--- src/rtl/nvt_pkg.sv ---
// Shared constants, types and codes of the neighbour table.
package nvt_pkg;

   localparam int TABLE_DEPTH = 16;
   localparam int IDX_W       = $clog2(TABLE_DEPTH);
   localparam int CNT_W       = $clog2(TABLE_DEPTH + 1);

   localparam int ID_W        = 8;
   localparam int MASK_W      = 16;
   localparam int VER_W       = 8;
   localparam int TIMER_W     = 8;
   localparam int COUNT_OUT_W = 5;

   localparam int CSR_IDX_W  = 1;
   localparam int CSR_DATA_W = 8;
   localparam logic [CSR_IDX_W-1:0] CSR_OWN_ID     = 1'd0;
   localparam logic [CSR_IDX_W-1:0] CSR_TIMER_INIT = 1'd1;
   localparam logic [TIMER_W-1:0]   TIMER_INIT_RESET = 8'd200;

   typedef enum logic [1:0] {
      CMD_DROP,
      CMD_ANN,
      CMD_TICK
   } cmd_kind_type;

   typedef struct packed {
      cmd_kind_type        kind;
      logic [ID_W-1:0]     id;
      logic [MASK_W-1:0]   mask;
      logic [VER_W-1:0]    ver;
   } cmd_type;

   typedef struct packed {
      logic [ID_W-1:0]     id;
      logic [MASK_W-1:0]   mask;
      logic [VER_W-1:0]    ver;
      logic [TIMER_W-1:0]  timer;
   } entry_type;

   localparam int ENTRY_W = $bits(entry_type);

endpackage

--- src/rtl/nvt_req_if.sv ---
// Announcement and tick request channel.
interface nvt_req_if import nvt_pkg::*; ();
   logic              valid;
   logic              ready;
   logic              mode;
   logic [ID_W-1:0]   node_id;
   logic [MASK_W-1:0] group_mask;
   logic [VER_W-1:0]  version;
   logic              check_ok;

   modport source (output valid, mode, node_id, group_mask, version, check_ok, input ready);
   modport sink   (input valid, mode, node_id, group_mask, version, check_ok, output ready);
endinterface

--- src/rtl/nvt_rsp_if.sv ---
// Forwarding response channel.
interface nvt_rsp_if import nvt_pkg::*; ();
   logic                   valid;
   logic                   ready;
   logic                   forward;
   logic [ID_W-1:0]        fwd_id;
   logic [MASK_W-1:0]      fwd_mask;
   logic [VER_W-1:0]       fwd_version;
   logic [COUNT_OUT_W-1:0] entry_count;

   modport source (output valid, forward, fwd_id, fwd_mask, fwd_version, entry_count,
                   input ready);
   modport sink   (input valid, forward, fwd_id, fwd_mask, fwd_version, entry_count,
                   output ready);
endinterface

--- src/rtl/nvt_ram.sv ---
// Generic single-write, single-read RAM with registered read data.
module nvt_ram #(
   parameter int WIDTH = 8,
   parameter int DEPTH = 16
) (
   input  logic                     clock,
   input  logic                     wr_en,
   input  logic [$clog2(DEPTH)-1:0] wr_addr,
   input  logic [WIDTH-1:0]         wr_data,
   input  logic [$clog2(DEPTH)-1:0] rd_addr,
   output logic [WIDTH-1:0]         rd_data
);
   logic [WIDTH-1:0] mem_ff [DEPTH];
   logic [WIDTH-1:0] rd_data_ff;

   always_ff @(posedge clock) begin
      if (wr_en) begin
         mem_ff[wr_addr] <= wr_data;
      end
      rd_data_ff <= mem_ff[rd_addr];
   end

   assign rd_data = rd_data_ff;
endmodule

--- src/rtl/nvt_front.sv ---
// Request intake: classify each transfer and queue it for the table sequencer.
module nvt_front import nvt_pkg::*; (
   input  logic            clock,
   input  logic            reset,
   nvt_req_if.sink         req_if,
   input  logic [ID_W-1:0] own_id,
   output logic            cmd_valid,
   input  logic            cmd_ready,
   output cmd_type         cmd
);
   cmd_type    q_ff [2];
   logic       wr_ptr_ff, wr_ptr_in;
   logic       rd_ptr_ff, rd_ptr_in;
   logic [1:0] fill_ff, fill_in;
   cmd_type    cmd_in;
   logic       push, pop;

   always_comb begin
      cmd_in.id   = req_if.node_id;
      cmd_in.mask = req_if.group_mask;
      cmd_in.ver  = req_if.version;
      if (req_if.mode) begin
         cmd_in.kind = CMD_TICK;
      end else if (req_if.check_ok && (req_if.node_id != own_id)) begin
         cmd_in.kind = CMD_ANN;
      end else begin
         cmd_in.kind = CMD_DROP;
      end
   end

   assign req_if.ready = (fill_ff != 2'd2);
   assign push         = req_if.valid && req_if.ready;
   assign cmd_valid    = (fill_ff != 2'd0);
   assign pop          = cmd_valid && cmd_ready;
   assign cmd          = q_ff[rd_ptr_ff];

   always_comb begin
      wr_ptr_in = push ? ~wr_ptr_ff : wr_ptr_ff;
      rd_ptr_in = pop ? ~rd_ptr_ff : rd_ptr_ff;
      fill_in   = fill_ff + {1'b0, push} - {1'b0, pop};
   end

   always_ff @(posedge clock) begin
      if (push) begin
         q_ff[wr_ptr_ff] <= cmd_in;
      end
      if (reset) begin
         wr_ptr_ff <= 1'b0;
         rd_ptr_ff <= 1'b0;
         fill_ff   <= 2'd0;
      end else begin
         wr_ptr_ff <= wr_ptr_in;
         rd_ptr_ff <= rd_ptr_in;
         fill_ff   <= fill_in;
      end
   end
endmodule

--- src/rtl/nvt_back.sv ---
// Table sequencer: lookup, insert, aging walk and the response register.
module nvt_back import nvt_pkg::*; (
   input  logic               clock,
   input  logic               reset,
   input  logic               cmd_valid,
   output logic               cmd_ready,
   input  cmd_type            cmd,
   input  logic [TIMER_W-1:0] timer_init,
   nvt_rsp_if.source          rsp_if
);
   localparam logic [1:0] S_IDLE     = 2'd0;
   localparam logic [1:0] S_LOOK     = 2'd1;
   localparam logic [1:0] S_AGE_CHK  = 2'd2;
   localparam logic [1:0] S_AGE_MOVE = 2'd3;

   logic [1:0]             state_ff, state_in;
   logic [IDX_W-1:0]       idx_ff, idx_in;
   logic [CNT_W-1:0]       count_ff, count_in;
   cmd_type                cur_ff, cur_in;
   logic                   rsp_valid_ff, rsp_valid_in;
   logic                   fwd_ff, fwd_in;
   logic [ID_W-1:0]        fwd_id_ff, fwd_id_in;
   logic [MASK_W-1:0]      fwd_mask_ff, fwd_mask_in;
   logic [VER_W-1:0]       fwd_ver_ff, fwd_ver_in;
   logic [COUNT_OUT_W-1:0] cnt_out_ff, cnt_out_in;

   logic             out_free;
   logic             wr_en;
   logic [IDX_W-1:0] wr_addr, rd_addr;
   entry_type        wr_data, rd_data;
   logic             finish, fwd_set, decide, present;
   logic [IDX_W-1:0] pos;
   logic [CNT_W-1:0] idx_next_c, last_c;
   cmd_type          act;

   nvt_ram #(.WIDTH(ENTRY_W), .DEPTH(TABLE_DEPTH)) u_ram (
      .clock   (clock),
      .wr_en   (wr_en),
      .wr_addr (wr_addr),
      .wr_data (wr_data),
      .rd_addr (rd_addr),
      .rd_data (rd_data)
   );

   assign out_free   = !rsp_valid_ff || rsp_if.ready;
   assign idx_next_c = CNT_W'(idx_ff) + CNT_W'(1);
   assign last_c     = count_ff - CNT_W'(1);
   assign act        = (state_ff == S_IDLE) ? cmd : cur_ff;

   always_comb begin
      state_in  = state_ff;
      idx_in    = idx_ff;
      count_in  = count_ff;
      cur_in    = cur_ff;
      rd_addr   = idx_ff;
      wr_en     = 1'b0;
      wr_addr   = idx_ff;
      wr_data   = rd_data;
      finish    = 1'b0;
      fwd_set   = 1'b0;
      cmd_ready = 1'b0;
      decide    = 1'b0;
      present   = 1'b0;
      pos       = idx_ff;

      case (state_ff)
         S_IDLE: begin
            if (cmd_valid && out_free) begin
               cmd_ready = 1'b1;
               cur_in    = cmd;
               idx_in    = '0;
               rd_addr   = '0;
               case (cmd.kind)
                  CMD_ANN: begin
                     if (count_ff == '0) begin
                        decide = 1'b1;
                     end else begin
                        state_in = S_LOOK;
                     end
                  end
                  CMD_TICK: begin
                     if (count_ff == '0) begin
                        finish = 1'b1;
                     end else begin
                        state_in = S_AGE_CHK;
                     end
                  end
                  default: begin
                     finish = 1'b1;
                  end
               endcase
            end
         end
         S_LOOK: begin
            if (rd_data.id == cur_ff.id) begin
               decide  = 1'b1;
               present = 1'b1;
            end else if (idx_next_c == count_ff) begin
               decide = 1'b1;
            end else begin
               idx_in  = idx_ff + IDX_W'(1);
               rd_addr = idx_ff + IDX_W'(1);
            end
         end
         S_AGE_CHK: begin
            if (rd_data.timer != '0) begin
               wr_en         = 1'b1;
               wr_data.timer = rd_data.timer - TIMER_W'(1);
               if (idx_next_c >= count_ff) begin
                  finish = 1'b1;
               end else begin
                  idx_in  = idx_ff + IDX_W'(1);
                  rd_addr = idx_ff + IDX_W'(1);
               end
            end else if (CNT_W'(idx_ff) == last_c) begin
               count_in = last_c;
               finish   = 1'b1;
            end else begin
               rd_addr  = IDX_W'(last_c);
               state_in = S_AGE_MOVE;
            end
         end
         S_AGE_MOVE: begin
            wr_en    = 1'b1;
            count_in = last_c;
            if (idx_next_c >= last_c) begin
               finish = 1'b1;
            end else begin
               idx_in   = idx_ff + IDX_W'(1);
               rd_addr  = idx_ff + IDX_W'(1);
               state_in = S_AGE_CHK;
            end
         end
         default: begin
            state_in = S_IDLE;
         end
      endcase

      if (decide) begin
         finish = 1'b1;
         if (!present || (rd_data.ver < act.ver)) begin
            fwd_set       = 1'b1;
            wr_data.id    = act.id;
            wr_data.mask  = act.mask;
            wr_data.ver   = act.ver;
            wr_data.timer = timer_init;
            if (present) begin
               wr_en   = 1'b1;
               wr_addr = pos;
            end else if (count_ff < CNT_W'(TABLE_DEPTH)) begin
               wr_en    = 1'b1;
               wr_addr  = IDX_W'(count_ff);
               count_in = count_ff + CNT_W'(1);
            end
         end
      end

      if (finish) begin
         state_in = S_IDLE;
      end
   end

   always_comb begin
      rsp_valid_in = rsp_valid_ff;
      fwd_in       = fwd_ff;
      fwd_id_in    = fwd_id_ff;
      fwd_mask_in  = fwd_mask_ff;
      fwd_ver_in   = fwd_ver_ff;
      cnt_out_in   = cnt_out_ff;
      if (finish) begin
         rsp_valid_in = 1'b1;
         fwd_in       = fwd_set;
         fwd_id_in    = fwd_set ? act.id : '0;
         fwd_mask_in  = fwd_set ? act.mask : '0;
         fwd_ver_in   = fwd_set ? act.ver : '0;
         cnt_out_in   = COUNT_OUT_W'(count_in);
      end else if (rsp_if.ready) begin
         rsp_valid_in = 1'b0;
      end
   end

   always_ff @(posedge clock) begin
      idx_ff      <= idx_in;
      cur_ff      <= cur_in;
      fwd_ff      <= fwd_in;
      fwd_id_ff   <= fwd_id_in;
      fwd_mask_ff <= fwd_mask_in;
      fwd_ver_ff  <= fwd_ver_in;
      cnt_out_ff  <= cnt_out_in;
      if (reset) begin
         state_ff     <= S_IDLE;
         count_ff     <= '0;
         rsp_valid_ff <= 1'b0;
      end else begin
         state_ff     <= state_in;
         count_ff     <= count_in;
         rsp_valid_ff <= rsp_valid_in;
      end
   end

   assign rsp_if.valid       = rsp_valid_ff;
   assign rsp_if.forward     = fwd_ff;
   assign rsp_if.fwd_id      = fwd_id_ff;
   assign rsp_if.fwd_mask    = fwd_mask_ff;
   assign rsp_if.fwd_version = fwd_ver_ff;
   assign rsp_if.entry_count = cnt_out_ff;

   a_count_bound: assert property (@(posedge clock) disable iff (reset)
      count_ff <= CNT_W'(TABLE_DEPTH))
      else $error("entry count beyond table depth");

   a_walk_no_rsp: assert property (@(posedge clock) disable iff (reset)
      (state_ff != S_IDLE) |-> !rsp_valid_ff)
      else $error("response pending during a table walk");

   a_grow_on_lookup: assert property (@(posedge clock) disable iff (reset)
      (count_in > count_ff) |-> (decide && !present && (count_in == count_ff + CNT_W'(1))))
      else $error("table grew outside an insert");

   a_drop_zeroes: assert property (@(posedge clock) disable iff (reset)
      (finish && !fwd_set) |=> (fwd_id_ff == '0 && fwd_mask_ff == '0 && fwd_ver_ff == '0))
      else $error("forward fields not cleared");
endmodule

--- src/rtl/versioned_neighbor_table_with_aging_core.sv ---
// Versioned neighbour table with aging: top level.
//
// req_if carries one transfer per announcement (mode 0) or aging tick (mode 1);
// rsp_if returns exactly one transfer per request, in order, with the forward
// decision and the entry count after the step. csr_we/csr_index/csr_wdata
// write own_id (index 0) and timer_init (index 1); the user must write them
// only while the block is idle; the block itself does not enforce this.
// Requests are classified on entry and wait in a two-deep queue; the
// sequencer then walks the table RAM one entry per cycle through its single
// read port, with a second read for each expired entry. Rejected requests and
// requests meeting an empty table skip the walk; an announcement or aging tick
// walks at most the occupied entries. One request is worked on at a time; the
// next one starts once its response register is free.
// Reset empties the table and the queue, sets own_id to 0 and timer_init to
// 200. A stalled rsp_if holds its transfer; the queue keeps accepting until
// full, then drops req_if.ready.
module versioned_neighbor_table_with_aging_core import nvt_pkg::*; (
   input  logic                  clock,
   input  logic                  reset,
   nvt_req_if.sink               req_if,
   nvt_rsp_if.source             rsp_if,
   input  logic                  csr_we,
   input  logic [CSR_IDX_W-1:0]  csr_index,
   input  logic [CSR_DATA_W-1:0] csr_wdata
);
   logic [ID_W-1:0]    own_id_ff;
   logic [TIMER_W-1:0] timer_init_ff;
   logic               cmd_valid, cmd_ready;
   cmd_type            cmd;

   always_ff @(posedge clock) begin
      if (reset) begin
         own_id_ff     <= '0;
         timer_init_ff <= TIMER_INIT_RESET;
      end else if (csr_we) begin
         case (csr_index)
            CSR_OWN_ID:     own_id_ff     <= ID_W'(csr_wdata);
            CSR_TIMER_INIT: timer_init_ff <= TIMER_W'(csr_wdata);
            default: begin
            end
         endcase
      end
   end

   nvt_front u_front (
      .clock     (clock),
      .reset     (reset),
      .req_if    (req_if),
      .own_id    (own_id_ff),
      .cmd_valid (cmd_valid),
      .cmd_ready (cmd_ready),
      .cmd       (cmd)
   );

   nvt_back u_back (
      .clock      (clock),
      .reset      (reset),
      .cmd_valid  (cmd_valid),
      .cmd_ready  (cmd_ready),
      .cmd        (cmd),
      .timer_init (timer_init_ff),
      .rsp_if     (rsp_if)
   );
endmodule
--- src/flat_wrapper.sv ---
// flat-port wrapper written by rule: the top's interface ports become plain ports
module versioned_neighbor_table_with_aging_core_flat import nvt_pkg::*;
  (clock, reset, csr_we, csr_index, csr_wdata, req_if_valid, req_if_mode, req_if_node_id, req_if_group_mask, req_if_version, req_if_check_ok, req_if_ready, rsp_if_valid, rsp_if_forward, rsp_if_fwd_id, rsp_if_fwd_mask, rsp_if_fwd_version, rsp_if_entry_count, rsp_if_ready);
  nvt_req_if req_if_i ();
  nvt_rsp_if rsp_if_i ();
  input  logic clock;
  input  logic reset;
  input  logic csr_we;
  input  logic [CSR_IDX_W-1:0] csr_index;
  input  logic [CSR_DATA_W-1:0] csr_wdata;
  input wire logic [$bits(req_if_i.valid)-1:0] req_if_valid;
  input wire logic [$bits(req_if_i.mode)-1:0] req_if_mode;
  input wire logic [$bits(req_if_i.node_id)-1:0] req_if_node_id;
  input wire logic [$bits(req_if_i.group_mask)-1:0] req_if_group_mask;
  input wire logic [$bits(req_if_i.version)-1:0] req_if_version;
  input wire logic [$bits(req_if_i.check_ok)-1:0] req_if_check_ok;
  output wire logic [$bits(req_if_i.ready)-1:0] req_if_ready;
  output wire logic [$bits(rsp_if_i.valid)-1:0] rsp_if_valid;
  output wire logic [$bits(rsp_if_i.forward)-1:0] rsp_if_forward;
  output wire logic [$bits(rsp_if_i.fwd_id)-1:0] rsp_if_fwd_id;
  output wire logic [$bits(rsp_if_i.fwd_mask)-1:0] rsp_if_fwd_mask;
  output wire logic [$bits(rsp_if_i.fwd_version)-1:0] rsp_if_fwd_version;
  output wire logic [$bits(rsp_if_i.entry_count)-1:0] rsp_if_entry_count;
  input wire logic [$bits(rsp_if_i.ready)-1:0] rsp_if_ready;
  assign req_if_i.valid = req_if_valid;
  assign req_if_i.mode = req_if_mode;
  assign req_if_i.node_id = req_if_node_id;
  assign req_if_i.group_mask = req_if_group_mask;
  assign req_if_i.version = req_if_version;
  assign req_if_i.check_ok = req_if_check_ok;
  assign req_if_ready = req_if_i.ready;
  assign rsp_if_valid = rsp_if_i.valid;
  assign rsp_if_forward = rsp_if_i.forward;
  assign rsp_if_fwd_id = rsp_if_i.fwd_id;
  assign rsp_if_fwd_mask = rsp_if_i.fwd_mask;
  assign rsp_if_fwd_version = rsp_if_i.fwd_version;
  assign rsp_if_entry_count = rsp_if_i.entry_count;
  assign rsp_if_i.ready = rsp_if_ready;
  versioned_neighbor_table_with_aging_core u_core (.clock(clock), .reset(reset), .req_if(req_if_i), .rsp_if(rsp_if_i), .csr_we(csr_we), .csr_index(csr_index), .csr_wdata(csr_wdata));
endmodule
--- config.mk ---
export PLATFORM = sky130hd
export DESIGN_NAME = versioned_neighbor_table_with_aging_core_flat
export DESIGN_NICKNAME = d
export VERILOG_FILES = /design/src/rtl/nvt_pkg.sv /design/src/rtl/nvt_req_if.sv /design/src/rtl/nvt_rsp_if.sv /design/src/rtl/nvt_ram.sv /design/src/rtl/nvt_front.sv /design/src/rtl/nvt_back.sv /design/src/rtl/versioned_neighbor_table_with_aging_core.sv /design/src/flat_wrapper.sv
export SDC_FILE = /design/constraint.sdc
export NUM_CORES = 1
export LEC_CHECK = 0
export BUFFER_PORTS_ARGS = -buffer_cell sky130_fd_sc_hd__buf_2
export CORE_ASPECT_RATIO = 1.4
export CORE_MARGIN = 3
export CORE_UTILIZATION = 25
export CTS_BUF_LIST = sky130_fd_sc_hd__clkbuf_8 sky130_fd_sc_hd__clkbuf_16
export DETAILED_ROUTE_END_ITERATION = 8
export SLEW_MARGIN = 20
export SYNTH_ARGS = -nofsm -noshare
export SYNTH_HDL_FRONTEND = slang
export SYNTH_SLANG_ARGS = --single-unit
--- constraint.sdc ---
create_clock -name clock -period 4.95 [get_ports clock]
set_input_delay 0.2475 -clock clock [delete_from_list [all_inputs] [get_ports clock]]
set_output_delay 0.2475 -clock clock [all_outputs]
set_load 0.02 [all_outputs]
==> flow_summary.toml <==
[clock_tree]
cts_setup_buffers = 0
clk_latency_ps = 590
clockBufferDepth = 3
cts_buffers = 51
htree_levels = 2
cts_tree = "built"
clkSlewWorstSetupHoldPaths_ps = 60
cts_sinks = 579
cts_root_buf = "clkbuf_16"

[floorplanning]
start_util_pct = 25.3
die_x_microns = 265
top_level_ports = 88
core_sq_um = 92800
dieArea_sq_um = 97600
die_y_microns = 368
rows = 132

[cells_and_area]
drive_gt1_share_pct = 18.2
fin_nets = 1781
n_antenna_cell = 0
final_common_cell = "edfxtp_1"
final_cell_mix = "526 x edfxtp_1, 185 x mux2i_1, 87 x buf_2, 78 x nor2_1, 73 x o22ai_1"
area_growth_pct = 20.2

[setup_path]
crit_fanout = 24
arrival_ps = 5090
worstSetupPathType = "reg -> reg"
timing.critical_path.to = "u_core.u_back.u_ram.rd_data[10]$_DFF_P_"
crit_chain = "inv_1 > ha_1 > nor3b_1 > xnor2_1 > ha_1 > a211oi_1 > nor2_1 > a32o_1 > a211oi_4 > or2_4 > buf_4 > mux2i_1 > o22ai_1 > or4_1"
cp_slowest_cell = "or2_4"
crit_required_ps = 5410
startpoint_type = "flop"
timing.critical_path.mode_cell = "ha_1"
regToRegEndpoint = "u_core.u_back.u_ram.rd_data[10]$_DFF_P_"
crit_path_start = "u_core.u_back.count_ff[1]$_SDFF_PP0_"
slowest_delay_ps = 540
rr_startpoint = "u_core.u_back.count_ff[1]$_SDFF_PP0_"
reg2reg_slack_ps = 320
reg2regPathDepth = 14
critPathCaptureType = "flop"

[sta]
fin_tns_setup_ps = 0
timing.hold.ws_ps = 20.9
final-hold-violation-count = 0
rsz0062_at_grt = "false"
drv_slew = 0
fin_crit_ps = 4630
maxSlewHeadroom_pct = 28.4
finalSetupViolCount = 0
worst_pin_slew_ps = 1070
skew_ps = 22.9
finalCritPeriodShare_pct = 93.5
fmax_mhz = 216

[flow_run]
maxCapViolCount = 0

[synthesis]
synth_edf_count = 526
synth_area_leaders = "edfxtp_1 67%, mux2i_1 7.9%, dfxtp_1 4.5%, o22ai_1 1.9%, mux2_2 1.6%"
ys_types = 65
synth_flop_cell = "edfxtp_1"
ys_warn_count = 0
syn_area_per_cell_sq_um = 15.4
syn_inst = 1528
synth_async_sr_flop_share_pct = 0
syn_area_sq_um = 23500
syn-num-nets = 1600
synth_seq_area_share_pct = 71.9
synth_largest_area_cell = "edfxtp_1"
synth_top_area_share_pct = 67.3
ys_ff_latch = 579

[power]
pwr-share-clk_pct = 26.6
worst_ir_drop_vdd_uv = 354
p_switching_mw = 4.69
power_frac_comb_pct = 27.5
power.leakage_nw = 10.8
p_per_area_nw_per_um2 = 536
switching_share_pct = 31.0
p_int_mw = 10.4
pwr-share-seq_pct = 45.9

[routing]
firstDrtPassIters = 7
route.detailed.drc = 0
route.vias.total = 13800
ant_nets = 0
viasPerCell = 4.67
dr.first_iter.drc_count = 1264
wire_per_inst_microns = 20.4
totalWireLength_microns = 60400

[grt]
grt_max_degree = 35
grt_pass1_vias = 14000
grt_pass1_wl_microns = 89500
grt-ovfl-total = 0
antenna_found_initial = 0
grt_usage_pct = 12.0

[placement]
io_buffer_count = 87
dpl.hpwl_microns = 38000
gp_congestion = 0.847

[status]
status = "completed"

[min_path]
worstHoldPathType = "in -> reg"
## worst min path at each step
stage,startpoint,to,cells after the start
2_1_floorplan,req_if_version[0],u_core.u_front.q_ff[0][0]$_DFFE_PP_,0
3_3_place_gp,req_if_group_mask[9],u_core.u_front.q_ff[0][17]$_DFFE_PP_,1
3_5_place_dp,req_if_version[2],u_core.u_front.q_ff[1][2]$_DFFE_PP_,1
4_1_cts,req_if_node_id[0],u_core.u_front.q_ff[1][24]$_DFFE_PP_,1
5_1_grt,req_if_node_id[3],u_core.u_front.q_ff[1][27]$_DFFE_PP_,1
6_report,req_if_node_id[3],u_core.u_front.q_ff[1][27]$_DFFE_PP_,1
## cell type report
cell class | instances | area (sq um)
multi-input cells | 825 | 6140
clock inverters | 38 | 353
inverters | 42 | 158
repair buffers | 210 | 1820
clock buffers | 57 | 1360
well taps | 1206 | 1510
fillers | 9110 | 64600
flip-flops and latches | 579 | 16900
## what timing repair did
item,CTS,global route
resized for setup,0,1
setup endpoints to repair,0,2
endpoints found under the hold margin,76,2
hold buffers,38,1
## critical path: cells and delay by family (launching register included)
| kind | cells | cell delay, ps |
|---|---|---|
| fa+ha+maj | 2 | 590 |
| compound gates | 4 | 930 |
| buf+inv | 2 | 560 |
| mux | 1 | 250 |
| xor+xnor | 1 | 300 |
| flops | 1 | 470 |
| simple gates | 4 | 1390 |
## cell families (layout without fill, tap and decap cells)
kind of cell               count (synthesis)  in the layout  share of synthesized area [%]
muxes                                    218            218                           9.48
DFF                                      579            579                           71.9
buffers and inverters                    124            347                           2.43
xor gates and xnor gates                  38             38                           1.54
and+or+nand+nor                          276            276                           5.90
adders and majority gates                 24             24                           1.28
AOI/OAI and AO/OA                        269            269                           7.52
## cell usage after synthesis (13+ instances only)
| master | instances |
|---|---|
| a21o_1 | 23 |
| o21ai_0 | 13 |
| mux2i_1 | 185 |
| clkbuf_1 | 54 |
| nor3_1 | 22 |
| nor2_1 | 93 |
| a21oi_1 | 65 |
| o31ai_1 | 30 |
| dfxtp_1 | 53 |
| or4_1 | 25 |
| o22ai_1 | 73 |
| edfxtp_1 | 526 |
| nand2_1 | 66 |
| xnor2_1 | 24 |
| mux2_2 | 33 |
| inv_1 | 41 |
| a211oi_1 | 27 |
| ha_1 | 24 |
## routing by layer
metal	track usage, %	vias to the layer above	wire (microns)
li1	-	6258	-
met1	14.4	6931	24000
met2	22.0	478	31000
met3	1.35	129	3210
met4	4.46	0	2180
met5	0	-	0
## metrics by stage
stage	setup WS, ps	util, %	total power, mW	cells	cell area [sq um]
after floorplan	354	-	9.74	1528	23500
after detailed placement	367	28.1	11.2	2822	26100
after CTS	352	30.3	15.2	2955	28200
after global routing	18.7	30.4	15.8	2957	28200
final	322	30.4	15.1	2957	28200
after global placement	435	28.1	11.0	2822	26100
## power by group through the flow
stage                     combinational (mW)  clock (mW)  sequential (mW)
final                                   4.15        4.02             6.95
after global routing                    4.50        4.29             7.01
after CTS                               4.16        4.12             6.96
after detailed placement                4.12           0             7.05
after global placement                  4.01           0             7.04
after floorplan                         2.56           0             7.17
## state kept, by name (all words and copies together), names as in the netlist, named ones only
signal,flops
u_core.u_front.fill_ff,2
u_core.u_back.count_ff,5
u_core.u_back.state_ff,2
u_core.u_back.rsp_if.valid,1
u_core.u_back.cur_ff,32
u_core.u_back.idx_ff,4
u_core.u_back.rsp_if.fwd_version,8
u_core.u_front.wr_ptr_ff,1
u_core.u_back.rsp_if.fwd_mask,16
u_core.u_back.u_ram.mem_ff,384
u_core.u_front.q_ff,68
u_core.u_back.u_ram.rd_data,24
u_core.own_id_ff,8
u_core.u_back.rsp_if.forward,1
u_core.u_back.rsp_if.fwd_id,8
u_core.u_front.rd_ptr_ff,1
u_core.u_back.rsp_if.entry_count,5
u_core.timer_init_ff,8
No activity file was read; power rests on OpenSTA's default activity.
